File: config.mk
export PLATFORM = sky130hd
export DESIGN_NAME = tequ_ctrl
export DESIGN_NICKNAME = d
export VERILOG_FILES = /design/src/sv/tequ_pkg.sv /design/src/sv/tequ_ctrl.sv
export VERILOG_INCLUDE_DIRS = /design/src /design/src/sv
export SDC_FILE = /design/constraint.sdc
export NUM_CORES = 1
export LEC_CHECK = 0
export BUFFER_PORTS_ARGS = -buffer_cell sky130_fd_sc_hd__buf_2
export CORE_AREA = 10 10 47 49
export DETAILED_ROUTE_END_ITERATION = 8
export DIE_AREA = 0 0 57 59
export GPL_ROUTABILITY_DRIVEN = 0
export HOLD_SLACK_MARGIN = 0.02
export SLEW_MARGIN = 5
export SYNTH_ARGS = -nofsm -noshare
export SYNTH_HDL_FRONTEND = slang
export SYNTH_SLANG_ARGS = --single-unit
export TNS_END_PERCENT = 5
File: constraint.sdc
create_clock -name clock -period 1.2 [get_ports clock]
set_input_delay 0.18 -clock clock [delete_from_list [all_inputs] [get_ports clock]]
set_output_delay 0.18 -clock clock [all_outputs]
set_load 0.1 [all_outputs]
File: src/sv/assert_macros.svh
// ----------------------------------------------------------------------------
// assert_macros.svh
// Concurrent assertion helpers, compiled out when NO_ASSERTIONS is defined.
// ----------------------------------------------------------------------------
`ifndef ASSERT_MACROS_SVH
`define ASSERT_MACROS_SVH

`ifndef NO_ASSERTIONS
// antecedent holds -> consequent holds in the same cycle
`define ASSERT_IMPLY(lbl, clk, rst, ante, cons) \
   lbl: assert property (@(posedge clk) disable iff (rst) (ante) |-> (cons)) \
      else $error("%m: implication failed");
// antecedent holds -> consequent holds in the following cycle
`define ASSERT_NEXT(lbl, clk, rst, ante, cons) \
   lbl: assert property (@(posedge clk) disable iff (rst) (ante) |=> (cons)) \
      else $error("%m: next-cycle check failed");
`else
`define ASSERT_IMPLY(lbl, clk, rst, ante, cons)
`define ASSERT_NEXT(lbl, clk, rst, ante, cons)
`endif

`endif

File: src/sv/tequ_pkg.sv
// ----------------------------------------------------------------------------
// tequ_pkg
// Shared constants, codes and control/status types of the timed event queue.
// ----------------------------------------------------------------------------
`default_nettype none

package tequ_pkg;

   localparam int QUEUE_DEPTH = 32;
   localparam int OCC_W       = $clog2(QUEUE_DEPTH + 1);
   localparam int MAX_POPS    = 32;
   localparam int CNT_W       = 6;
   localparam int TIME_W      = 32;
   localparam int HANDLE_W    = 16;
   localparam int OP_W        = 2;
   localparam int STATUS_W    = 3;

   localparam logic [OP_W-1:0] OP_INSERT  = 2'd0;
   localparam logic [OP_W-1:0] OP_ADVANCE = 2'd1;
   localparam logic [OP_W-1:0] OP_CLEAR   = 2'd2;

   localparam logic [STATUS_W-1:0] ST_INSERTED = 3'd0;
   localparam logic [STATUS_W-1:0] ST_FULL     = 3'd1;
   localparam logic [STATUS_W-1:0] ST_DUE      = 3'd2;
   localparam logic [STATUS_W-1:0] ST_NONE     = 3'd3;
   localparam logic [STATUS_W-1:0] ST_SKIPPED  = 3'd4;
   localparam logic [STATUS_W-1:0] ST_CLEARED  = 3'd5;

   // commands from the controller to the datapath
   typedef struct packed {
      logic                load;
      logic                do_insert;
      logic                do_clear;
      logic                do_add;
      logic                do_pop;
      logic                emit;
      logic [STATUS_W-1:0] emit_status;
      logic                emit_last;
   } ctrl_type;

   // status from the datapath to the controller
   typedef struct packed {
      logic [OP_W-1:0] op;
      logic            skip;
      logic            full;
      logic            head_due;
      logic            next_due;
   } stat_type;

endpackage

`default_nettype wire

File: src/sv/tequ_ctrl.sv
// ----------------------------------------------------------------------------
// tequ_ctrl
// Sequencer: takes a command, decodes it and walks the pop loop of an advance.
// ----------------------------------------------------------------------------
`default_nettype none

`include "assert_macros.svh"

module tequ_ctrl (
   input  wire logic               clock,
   input  wire logic               reset,
   input  wire logic               start,
   output logic                    busy,
   input  wire tequ_pkg::stat_type stat,
   output tequ_pkg::ctrl_type      ctrl
);
   import tequ_pkg::*;

   localparam logic [1:0] S_IDLE = 2'd0;
   localparam logic [1:0] S_EXEC = 2'd1;
   localparam logic [1:0] S_POP  = 2'd2;

   logic [1:0] state_ff, state_in;
   logic       last_pop;

   assign last_pop = !stat.next_due;

   always_comb begin
      state_in = state_ff;
      ctrl     = '0;
      unique case (state_ff)
         S_IDLE: begin
            if (start) begin
               ctrl.load = 1'b1;
               state_in  = S_EXEC;
            end
         end
         S_EXEC: begin
            state_in = S_IDLE;
            unique case (stat.op)
               OP_INSERT: begin
                  ctrl.emit      = 1'b1;
                  ctrl.emit_last = 1'b1;
                  if (stat.full) begin
                     ctrl.emit_status = ST_FULL;
                  end else begin
                     ctrl.do_insert   = 1'b1;
                     ctrl.emit_status = ST_INSERTED;
                  end
               end
               OP_ADVANCE: begin
                  ctrl.do_add = 1'b1;
                  state_in    = S_POP;
               end
               OP_CLEAR: begin
                  ctrl.do_clear    = 1'b1;
                  ctrl.emit        = 1'b1;
                  ctrl.emit_status = ST_CLEARED;
                  ctrl.emit_last   = 1'b1;
               end
               default: ;
            endcase
         end
         S_POP: begin
            if (stat.head_due) begin
               ctrl.do_pop    = 1'b1;
               ctrl.emit_last = last_pop;
               if (!stat.skip) begin
                  ctrl.emit        = 1'b1;
                  ctrl.emit_status = ST_DUE;
               end else if (last_pop) begin
                  ctrl.emit        = 1'b1;
                  ctrl.emit_status = ST_SKIPPED;
               end
               if (last_pop) begin
                  state_in = S_IDLE;
               end
            end else begin
               // only reached when nothing at all was due
               ctrl.emit        = 1'b1;
               ctrl.emit_status = ST_NONE;
               ctrl.emit_last   = 1'b1;
               state_in         = S_IDLE;
            end
         end
         default: state_in = S_IDLE;
      endcase
   end

   always_ff @(posedge clock) begin
      if (reset) begin
         state_ff <= S_IDLE;
      end else begin
         state_ff <= state_in;
      end
   end

   assign busy = (state_ff != S_IDLE);

   `ASSERT_NEXT(a_last_ends_item, clock, reset, ctrl.emit && ctrl.emit_last, state_ff == S_IDLE)
   `ASSERT_NEXT(a_accept_to_exec, clock, reset, start && !busy, state_ff == S_EXEC)
   `ASSERT_IMPLY(a_nothing_due, clock, reset, state_ff == S_POP && !stat.head_due, ctrl.emit && ctrl.emit_status == ST_NONE)
   `ASSERT_IMPLY(a_pop_only_in_loop, clock, reset, ctrl.do_pop, state_ff == S_POP && stat.head_due)

endmodule

`default_nettype wire

==> impl_results.md <==
* Via count of the first global-routing pass at 426
* Post-DP Area at 703 sq um
* Flop pwr share at 0.101
* Overflow left after global routing at 0
* Share of cells above drive strength 1 at 0.794
* Final wirelength at roughly 1100 um
* Clock share of power at 0.182
* DR iter-0 viols at 4
* Post-Syn Area at roughly 300 sq um
* DR vias at 372
* Cell Count, Final, Fillers Out at 84
* Hold path depth at 3
* Worst slew pin tran at between 0.2 and 0.3 ns
* Hold worst-path end: state_ff[1]$_SDFFE_PP0P_
* Clock skew at ~0.0093 ns
* DRT Pass-1 Iters at 4
* Max FFs per register at 2
* Fmax at between 600 and 700 MHz
* PD cells at 1020 mW/mm^2
* Synth top area share at 0.167
* Placed insts at 77
* Max stage delay cell, worst path: dfxtp_2
* Final setup fails at 13
* Max-slew violations at 0
* Number of synthesized flops with an enable pin at 0
* Worst Path Required at between 1 and 1.5 ns
* Place WS at -0.315 ns
* Syn Nets at 50
* Critical Path Fanout Max at 5
* Synth top cells by count: ha_1 (4), nand2b_1 (4), a21oi_1 (3), inv_1 (3), nand2_1 (3)
* Final setup margin at -0.452 ns
* # rows at 14
* Largest regs: state_ff: 2 flops
* CTS buffer count at 3
* PortBufs at 19
* RSZ-0062 raised after global routing: yes
* Cell taking the most area after synthesis: ha_1
* Clk Latency, worst-skew pair at 0.23 ns
* Combinational share of power at 0.717
* Maxcap violations at 0
* Largest net degree at the start of global routing at 6
* H-tree levels at 1
* Pleak at 0.339 nW
* Post-route DRC at 0
* Reg-to-reg critical path endpoint: state_ff[1]$_SDFFE_PP0P_
* Top cells by area, synth: ha_1 (17%), dfxtp_1 (13%), a2bb2oi_4 (8.8%)
* Synth Register Bits at 2
* TritonCTS clock tree: yes
* Drt wl/cell at 13.2 um
* Starting Density at 0.214
* Reg2reg path depth at 6
* Ys flop type: dfxtp_1
* HPWL after DPL at ~870 um
* Initial antenna violation count at 0
* Die ar. at about 0.0034 sq mm
* Seq/Total Area, Yosys at 0.133
* Core region area at around 0.0014 sq mm
* Finished Core Util at 0.583
* CP delay by family, top: flip-flops
* Reg2Reg Setup Slack at -0.03 ns
* Internal Dissipation at 0.458 mW
* Design Area, Final at 817 sq um
* Io pins at 20
* Syn Area/Cell at between 8 and 9 sq um
* Distinct cells, synth at 21
* Relative slew margins at 0.827
* Number of cells on the critical path at 6
* Hold Buf Count CTS at 0
* Area grow syn2layout at 172%
* Switching Fraction at 0.448
* Largest register by flop count: state_ff
* Critical path launch point type: register
* Clk slew on worst S/H paths at 0.03 ns
* Peak VDD IR at 0.572 mV
* Hold Crit Class: in -> reg
* Largest stage delay on the critical path at 0.33 ns
* Total track usage at 0.0712
* Min Tclk post-route at 1.65 ns
* Post-synth ARST share at 0
* Crit path cell chain: buf_6 > ha_4 > nor2b_4 > and2_4 > o21a_4 > buf_12
* CP startpoint: state_ff[0]$_SDFFE_PP0P_
* Final-stage net count at 83
* Crit Path Category: reg -> out
* Antenna diodes at 0
* Net Sw Power at 0.372 mW
* CP arrival at 1.47 ns
* CP Capture Type: output port
* CTS sink cnt at 2
* Final Hold Vio Count at 0
* Die Wd at 57 um
* Vias per cell at 4.43
* Fin crit share at 1.38
* Hold Startpoint: reset
* Die height at 59 um
* Worst-case clock buffer depth at 2
* Root Buffer: clkbuf_4
* Hold Slack at 0.261 ns
* ANT nets after route at 0
* Synth Warn # at 0
* Buf/Inv on CP at 2
* Failing checks: negative setup slack
* Status: finished, violations left
* First-pass GRT wire length at 1920 um
* Worst R2R Start: state_ff[0]$_SDFFE_PP0P_
* Mapped Cells at 37
-- placed cells by master, fill, tap and decap left out, drive strengths merged --
cell and n:
a21boi 1, a21oi 3, a2bb2oi 1, and2 3, and3b 1, buf 29, clkbuf 3, clkinvlp 1
dfxtp 2, ha 4, inv 2, mux2i 2, nand2 3, nand2b 4, nand3 1, nor2 1
nor2b 3, nor3b 1, o21a 1, o21ai 1, or3 1
-- metal layers --
| layer | up-vias | track usage | wire length (um) |
|---|---|---|---|
| met4 | 0 | 0.0302 | 12 |
| li1 | 187 | - | - |
| met2 | 22 | 0.116 | 538 |
| met1 | 161 | 0.0649 | 392 |
| met5 | - | 0 | 0 |
| met3 | 2 | 0.0558 | 162 |
-- power groups by stage --
stage	clock, mW	sequential (mW)	combinational (mW)
final	0.151	0.0841	0.595
after global routing	0.164	0.0851	0.626
after CTS	0.156	0.0842	0.588
after detailed placement	0	0.0860	0.509
after global placement	0	0.0853	0.510
after floorplan	0	0.0846	0.330
-- final cells by class --
cell class	count	area (sq um)
fillers	119	584
repair buffers	29	355
multi-input cells	31	354
flip-flops and latches	2	45.0
clock buffers	3	22.5
inverters	3	20.0
well taps	16	20.0
-- worst min-delay path, delay by kind of cell --
family,cells,cell delay [ns]
buffers and inverters,1,0.10
and+or+nand+nor,1,0.10
muxes,1,0.05
-- through the flow --
| step | power [mW] | TNS, ns |
|---|---|---|
| 3_5_place_dp | 0.595 | -1.68 |
| 5_1_grt | 0.875 | -4.28 |
| 6_report | 0.830 | -3.63 |
| 2_1_floorplan | 0.415 | -3.56 |
| 4_1_cts | 0.828 | -3.72 |
| 3_3_place_gp | 0.595 | -1.65 |
-- cells by family after synthesis --
| kind of cell | after synthesis | share of synthesized area |
|---|---|---|
| multiplexers | 2 | 0.0667 |
| AO/OA/AOI/OAI | 7 | 0.204 |
| flip-flops | 2 | 0.133 |
| buffers and inverters | 4 | 0.0625 |
| adder cells (fa/ha/maj) | 4 | 0.167 |
| AND/OR/NAND/NOR | 18 | 0.367 |
-- worst max-delay path by stage --
stage                     endpoint  slack, ns
after global routing       ctrl[3]      -0.50
after floorplan            ctrl[8]      -0.50
final                      ctrl[3]      -0.45
after detailed placement   ctrl[3]      -0.32
after global placement     ctrl[3]      -0.29
after CTS                  ctrl[3]      -0.45
-- repair_timing --
item | CTS | global route
setup buffers | 3 | 1
pin swaps | 8 | 1
gates resized for setup | 13 | 0
endpoints found under the setup margin | 13 | 13
(Power assumes the default switching activity.)
