[config.mk]
export PLATFORM = sky130hd
export DESIGN_NAME = tequ_datapath
export DESIGN_NICKNAME = d
export VERILOG_FILES = /design/src/sv/assert_macros.svh /design/src/sv/tequ_pkg.sv /design/src/sv/tequ_datapath.sv
export SDC_FILE = /design/constraint.sdc
export NUM_CORES = 2
export LEC_CHECK = 0
export BUFFER_PORTS_ARGS = -buffer_cell sky130_fd_sc_hd__buf_2
export CAP_MARGIN = 20
export CORE_ASPECT_RATIO = 0.8
export CORE_MARGIN = 1.5
export CORE_UTILIZATION = 37
export DETAILED_ROUTE_END_ITERATION = 8
export HOLD_SLACK_MARGIN = 0.02
export PLACE_DENSITY = 0.57
export SLEW_MARGIN = 15
export SYNTH_ARGS = -nofsm -noshare
export SYNTH_HDL_FRONTEND = slang
export SYNTH_SLANG_ARGS = --single-unit
[constraint.sdc]
create_clock -name clock -period 13.31 [get_ports clock]
set_input_delay 0.6655 -clock clock [delete_from_list [all_inputs] [get_ports clock]]
set_output_delay 0.6655 -clock clock [all_outputs]
set_load 0.02 [all_outputs]
[src/sv/assert_macros.svh]
// ----------------------------------------------------------------------------
// assert_macros.svh
// Concurrent assertion helpers, compiled out when NO_ASSERTIONS is defined.
// ----------------------------------------------------------------------------
`ifndef ASSERT_MACROS_SVH
`define ASSERT_MACROS_SVH

`ifndef NO_ASSERTIONS
// antecedent holds -> consequent holds in the same cycle
`define ASSERT_IMPLY(lbl, clk, rst, ante, cons) \
   lbl: assert property (@(posedge clk) disable iff (rst) (ante) |-> (cons)) \
      else $error("%m: implication failed");
// antecedent holds -> consequent holds in the following cycle
`define ASSERT_NEXT(lbl, clk, rst, ante, cons) \
   lbl: assert property (@(posedge clk) disable iff (rst) (ante) |=> (cons)) \
      else $error("%m: next-cycle check failed");
`else
`define ASSERT_IMPLY(lbl, clk, rst, ante, cons)
`define ASSERT_NEXT(lbl, clk, rst, ante, cons)
`endif

`endif

[src/sv/tequ_pkg.sv]
// ----------------------------------------------------------------------------
// tequ_pkg
// Shared constants, codes and control/status types of the timed event queue.
// ----------------------------------------------------------------------------
`default_nettype none

package tequ_pkg;

   localparam int QUEUE_DEPTH = 32;
   localparam int OCC_W       = $clog2(QUEUE_DEPTH + 1);
   localparam int MAX_POPS    = 32;
   localparam int CNT_W       = 6;
   localparam int TIME_W      = 32;
   localparam int HANDLE_W    = 16;
   localparam int OP_W        = 2;
   localparam int STATUS_W    = 3;

   localparam logic [OP_W-1:0] OP_INSERT  = 2'd0;
   localparam logic [OP_W-1:0] OP_ADVANCE = 2'd1;
   localparam logic [OP_W-1:0] OP_CLEAR   = 2'd2;

   localparam logic [STATUS_W-1:0] ST_INSERTED = 3'd0;
   localparam logic [STATUS_W-1:0] ST_FULL     = 3'd1;
   localparam logic [STATUS_W-1:0] ST_DUE      = 3'd2;
   localparam logic [STATUS_W-1:0] ST_NONE     = 3'd3;
   localparam logic [STATUS_W-1:0] ST_SKIPPED  = 3'd4;
   localparam logic [STATUS_W-1:0] ST_CLEARED  = 3'd5;

   // commands from the controller to the datapath
   typedef struct packed {
      logic                load;
      logic                do_insert;
      logic                do_clear;
      logic                do_add;
      logic                do_pop;
      logic                emit;
      logic [STATUS_W-1:0] emit_status;
      logic                emit_last;
   } ctrl_type;

   // status from the datapath to the controller
   typedef struct packed {
      logic [OP_W-1:0] op;
      logic            skip;
      logic            full;
      logic            head_due;
      logic            next_due;
   } stat_type;

endpackage

`default_nettype wire

[src/sv/tequ_datapath.sv]
// ----------------------------------------------------------------------------
// tequ_datapath
// Request registers, sorted shift-register queue, running time, pop counter
// and the result register.
// ----------------------------------------------------------------------------
`default_nettype none

module tequ_datapath (
   input  wire logic                             clock,
   input  wire logic                             reset,
   input  wire logic [tequ_pkg::OP_W-1:0]        req_operation,
   input  wire logic [tequ_pkg::HANDLE_W-1:0]    req_op_handle,
   input  wire logic [tequ_pkg::TIME_W-1:0]      req_time_value,
   input  wire logic                             req_skip,
   input  wire tequ_pkg::ctrl_type               ctrl,
   output tequ_pkg::stat_type                    stat,
   output logic                                  rsp_strobe,
   output logic [tequ_pkg::STATUS_W-1:0]         rsp_status,
   output logic [tequ_pkg::HANDLE_W-1:0]         rsp_event_handle,
   output logic [tequ_pkg::TIME_W-1:0]           rsp_lateness,
   output logic [tequ_pkg::CNT_W-1:0]            rsp_removed_count,
   output logic                                  rsp_last
);
   import tequ_pkg::*;

   logic [OP_W-1:0]     op_ff;
   logic [HANDLE_W-1:0] hreq_ff;
   logic [TIME_W-1:0]   tv_ff;
   logic                skip_ff;

   logic [TIME_W-1:0]   due_ff [QUEUE_DEPTH];
   logic [TIME_W-1:0]   due_in [QUEUE_DEPTH];
   logic [HANDLE_W-1:0] hnd_ff [QUEUE_DEPTH];
   logic [HANDLE_W-1:0] hnd_in [QUEUE_DEPTH];
   logic [QUEUE_DEPTH-1:0] gt;

   logic [OCC_W-1:0]  occ_ff,  occ_in;
   logic [TIME_W-1:0] rt_ff,   rt_in;
   logic [CNT_W-1:0]  rem_ff,  rem_in;

   logic                strobe_ff;
   logic [STATUS_W-1:0] status_ff;
   logic [HANDLE_W-1:0] ehnd_ff;
   logic [TIME_W-1:0]   late_ff;
   logic [CNT_W-1:0]    cnt_ff;
   logic                last_ff;

   // insert position: entries with an earlier due time form a prefix
   always_comb begin
      for (int i = 0; i < QUEUE_DEPTH; i++) begin
         gt[i] = (OCC_W'(i) < occ_ff) && (tv_ff > due_ff[i]);
      end
   end

   always_comb begin
      for (int i = 0; i < QUEUE_DEPTH; i++) begin
         due_in[i] = due_ff[i];
         hnd_in[i] = hnd_ff[i];
         if (ctrl.do_insert) begin
            if (!gt[i]) begin
               if (i == 0 || gt[(i == 0) ? 0 : i - 1]) begin
                  due_in[i] = tv_ff;
                  hnd_in[i] = hreq_ff;
               end else begin
                  due_in[i] = due_ff[(i == 0) ? 0 : i - 1];
                  hnd_in[i] = hnd_ff[(i == 0) ? 0 : i - 1];
               end
            end
         end else if (ctrl.do_pop && i < QUEUE_DEPTH - 1) begin
            due_in[i] = due_ff[(i < QUEUE_DEPTH - 1) ? i + 1 : i];
            hnd_in[i] = hnd_ff[(i < QUEUE_DEPTH - 1) ? i + 1 : i];
         end
      end
   end

   always_comb begin
      occ_in = occ_ff;
      rt_in  = rt_ff;
      rem_in = rem_ff;
      if (ctrl.do_clear) begin
         occ_in = '0;
         rt_in  = '0;
      end else if (ctrl.do_insert) begin
         occ_in = occ_ff + OCC_W'(1);
      end else if (ctrl.do_pop) begin
         occ_in = occ_ff - OCC_W'(1);
         rem_in = rem_ff + CNT_W'(1);
      end
      if (ctrl.do_add) begin
         rt_in = rt_ff + tv_ff;
      end
      if (ctrl.load) begin
         rem_in = '0;
      end
   end

   always_comb begin
      stat.op       = op_ff;
      stat.skip     = skip_ff;
      stat.full     = (occ_ff == OCC_W'(QUEUE_DEPTH));
      stat.head_due = (occ_ff != '0) && (due_ff[0] <= rt_ff)
                      && (rem_ff < CNT_W'(MAX_POPS));
      stat.next_due = (occ_ff > OCC_W'(1)) && (due_ff[1] <= rt_ff)
                      && (rem_ff < CNT_W'(MAX_POPS - 1));
   end

   always_ff @(posedge clock) begin
      if (ctrl.load) begin
         op_ff   <= req_operation;
         hreq_ff <= req_op_handle;
         tv_ff   <= req_time_value;
         skip_ff <= req_skip;
      end
      for (int i = 0; i < QUEUE_DEPTH; i++) begin
         due_ff[i] <= due_in[i];
         hnd_ff[i] <= hnd_in[i];
      end
      rem_ff <= rem_in;
      if (ctrl.emit) begin
         status_ff <= ctrl.emit_status;
         last_ff   <= ctrl.emit_last;
         ehnd_ff   <= (ctrl.emit_status == ST_DUE) ? hnd_ff[0] : '0;
         late_ff   <= (ctrl.emit_status == ST_DUE) ? (rt_ff - due_ff[0]) : '0;
         cnt_ff    <= (ctrl.emit_status == ST_SKIPPED) ? (rem_ff + CNT_W'(1)) : '0;
      end
   end

   always_ff @(posedge clock) begin
      if (reset) begin
         occ_ff    <= '0;
         rt_ff     <= '0;
         strobe_ff <= 1'b0;
      end else begin
         occ_ff    <= occ_in;
         rt_ff     <= rt_in;
         strobe_ff <= ctrl.emit;
      end
   end

   assign rsp_strobe        = strobe_ff;
   assign rsp_status        = status_ff;
   assign rsp_event_handle  = ehnd_ff;
   assign rsp_lateness      = late_ff;
   assign rsp_removed_count = cnt_ff;
   assign rsp_last          = last_ff;

endmodule

`default_nettype wire

==> results.md <==
- Status: finished, final reports clean
- Cell area after synthesis: 109000 sq um
- Logic pwr share: 27.6%
- Sequential share of the synthesized area: 46.1%
- Worst-case hold slack: 0.0436 ns
- Drt pass-1 iters: 6
- Unrepaired setup endpoints after global routing: no
- Post-route DRC: 0
- Synthesized flop and latch total: 1690
- Slew @ Worst Pin: 1.17 ns
- Critical Path RT: 13.90 ns
- Post-synth cell types: 71
- Starting Density: 37.2%
- Number of global-route vias before repair: 85.3k
- Share of power burned in registers: 43.1%
- Row count: 178
- Cell Int Power: 11.8 mW
- Switching power: 5.87 mW
- CTS H-tree lvls: 4
- Async SR Flop Fraction: 0%
- Routed wire per std cell: 23.0 um
- Max clock buf depth: 4
- Setup TNS: 0 ns
- Adder-cell share of the synthesized area: 12.9%
- First-pass GRT wire length: 510000 um
- Synth Area in Simple Gates: 11.3%
- Path category of the worst min-delay check: input port to register
- Nets: 11.6k
- PortBufs: 127
- Reg-to-Reg End: hnd_ff[1][210]
- R2r startpoint: tv_ff[13]
- CP arrival: 6.06 ns
- Die span in x: 610 um
- Reg2Reg Depth: 11
- Synth Flop Type: edfxtp_1
- # IOs: 128
- Compound-cell area share of the yosys netlist: 17.4%
- Synthesized area per cell: 10.3 sq um
- Clk_lat worst skew: 0.90 ns
- Maxcap violations: 0
- Setup Viol. Count Final: 0
- Pwr dens: 147 nW/um^2
- Iteration-0 DRC Markers: 8697
- Critical Path End Type: register
- Post-synthesis xor/xnor area fraction: 0.465%
- Synthesized Nets: 11.8k
- Peak supply drop: 0.123 mV
- Top cell type's share of synthesized area: 45.3%
- Grt total ovfl: 0
- Core footprint: 294000 sq um
- Max-slew violation count: 0
- Maximum clock rate: 0.183 GHz
- Setup CP Type: register to register
- Clock share of power: 29.3%
- Final hold viol count: 0
- TritonCTS clock tree: yes
- Post-synth EDFFs: 1645
- Tmin final: 5.47 ns
- Post-synthesis instance total: 10.6k
- Worst setup path start: tv_ff[13]
- Initial antenna violation count: 8
- CTS sink count: 1690
- Layout Skew: 0.0650 ns
- CTS root buf: clkbuf_16
- Worst R2R Setup Slack: 7.84 ns
- Largest net degree at the start of global routing: 245
- CTS Buf Count: 192
- Leakage: 50.7 nW
- Hold path cells: 1
- Yosys Warn Count: 0
- Layout cells sized above 1: 6.90%
- Via count: 86.4k
- Final ANT Viol Nets: 0
- RD Place Congestion: 0.896
- Worst slew margin: 21.2%
- Utilization after layout: 40.9%
- Clk slew on worst S/H paths: 0.06 ns
- Total Die Area: 298000 sq um
- Post-route cell area: 120000 sq um
- Main combinational cell family by area after synthesis: compound AO/OA/AOI/OAI gates
- CP Max Fanout: 46
- Hpwl dp: 241000 um
- Area contributors post-synth: edfxtp_1, ha_1, o221ai_1
- CP endpoint: hnd_ff[1][210]
- CP startpoint kind: register
- Die height: 489 um
- Period utilization: 41.1%
- Area growth, synth to finish: 9.94%
- Post-CTS Setup Inserts: 0
- Post-DP Area: 114000 sq um
- Area leader, netlist: edfxtp_1
- Overall routed net length: 332000 um
- DR vias/cell: 6.00
- Multiplexer area fraction after synthesis: 5.24%
- Switch share: 33.2%
- GRT Overall Usage: 21.6%
power groups by stage:
stage	sequential (mW)	clock (mW)	combinational [mW]
3_5_place_dp	7.72	0	4.78
3_3_place_gp	7.71	0	4.62
4_1_cts	7.62	5.29	4.81
2_1_floorplan	7.58	0	3.33
5_1_grt	7.73	5.47	5.46
6_report	7.62	5.19	4.88
cell families (layout without fill, tap and decap cells):
logic type      Yosys count  count (layout)
simple gates           2596            2596
fa+ha+maj              1125            1125
compound gates         2700            2700
other cells               0               3
buf+inv                1901            1799
xor+xnor                 58              58
flops                  1690            1690
mux                     563             563
cells in the final DEF, fill, tap and decap left out, types with 11 or more instances in the layout:
cell type and instances:
edfxtp_1 1645, clkbuf_16 195, nand3_1 970, o221ai_1 966, mux2_2 59, and3_1 31
nand2_1 428, a31oi_1 14, or3_1 30, xor2_1 26, nor4_1 45, clkinv_1 46
nor2b_1 59, a21o_1 472, o21ai_0 203, xnor2_1 32, buf_2 128, nor2_1 638
ha_1 1123, inv_1 1090, nand2b_1 37, clkbuf_1 40, dlygate4sd3_1 39, dfxtp_1 45
a21oi_1 844, buf_4 199, a21oi_4 26, nand4_1 261, bufinv_16 11, clkinv_2 35
a211oi_1 11, nor3_1 51, o21a_1 44, mux2i_1 495
worst max-delay path, stage by stage (launching register included):
cell	delay, ns
edfxtp_1	0.32
buf_4	0.39
buf_4	0.49
ha_1	0.24
nand4_1	0.33
o21ai_0	0.90
o21ai_0	0.30
a221oi_4	0.68
buf_4	0.43
buf_4	0.63
mux2i_1	0.29
a21oi_1	0.09
worst min-delay path by stage:
stage                       startpoint         to
finish              req_time_value[10]  tv_ff[10]
global route         req_time_value[8]   tv_ff[8]
CTS                  req_time_value[8]   tv_ff[8]
detailed placement           rt_ff[23]  rt_ff[23]
global placement             rt_ff[22]  rt_ff[22]
floorplan                    rt_ff[26]  rt_ff[26]
metal layers:
metal,part of all wire [%],track usage [%]
met5,0.0036,0
met4,2.5,5.52
met3,7.2,2.80
met2,41,31.4
met1,49,33.3
stage by stage:
step | std cells | setup slack [ns] | total power [mW]
after detailed placement | 14024 | 8.14 | 12.5
after global routing | 14403 | 7.69 | 18.7
final | 14404 | 7.84 | 17.7
after CTS | 14397 | 8.09 | 17.7
after global placement | 14023 | 8.03 | 12.3
after floorplan | 10633 | 7.56 | 10.9
what timing repair did:
item / 4_1_cts / 5_1_grt
gates resized for setup: 0 / 0
setup endpoints to repair: 0 / 0
endpoints found under the hold margin: 39 / 0
hold buffers: 39 / 0
flip-flops by register name (all words and copies together) (netlist names), 2 cells and up:
signal / count
hnd_ff: 512
rsp_removed_count: 6
due_ff: 1024
tv_ff: 32
rsp_status: 3
rsp_event_handle: 16
rt_ff: 32
rsp_lateness: 32
occ_ff: 6
rem_ff: 6
op_ff: 2
hreq_ff: 16
layout make-up:
class,instances,area (sq um)
clock inverters,95,704
multi-input cells,7042,52300
flip-flops and latches,1690,50300
repair buffers,375,2720
inverters,1090,4090
well taps,3870,4840
clock buffers,239,5080
fillers,28053,174000
diodes,3,7.51
synth_stat cells, types with 59 or more instances:
library cell,number
edfxtp_1,1645
ha_1,1123
inv_1,1090
nand3_1,972
o221ai_1,966
a21oi_1,870
clkbuf_1,682
nor2_1,639
mux2i_1,495
a21o_1,472
nand2_1,435
nand4_1,261
o21ai_0,203
buf_2,72
mux2_2,59
nor2b_1,59
Power figures use the tool's default switching activity.
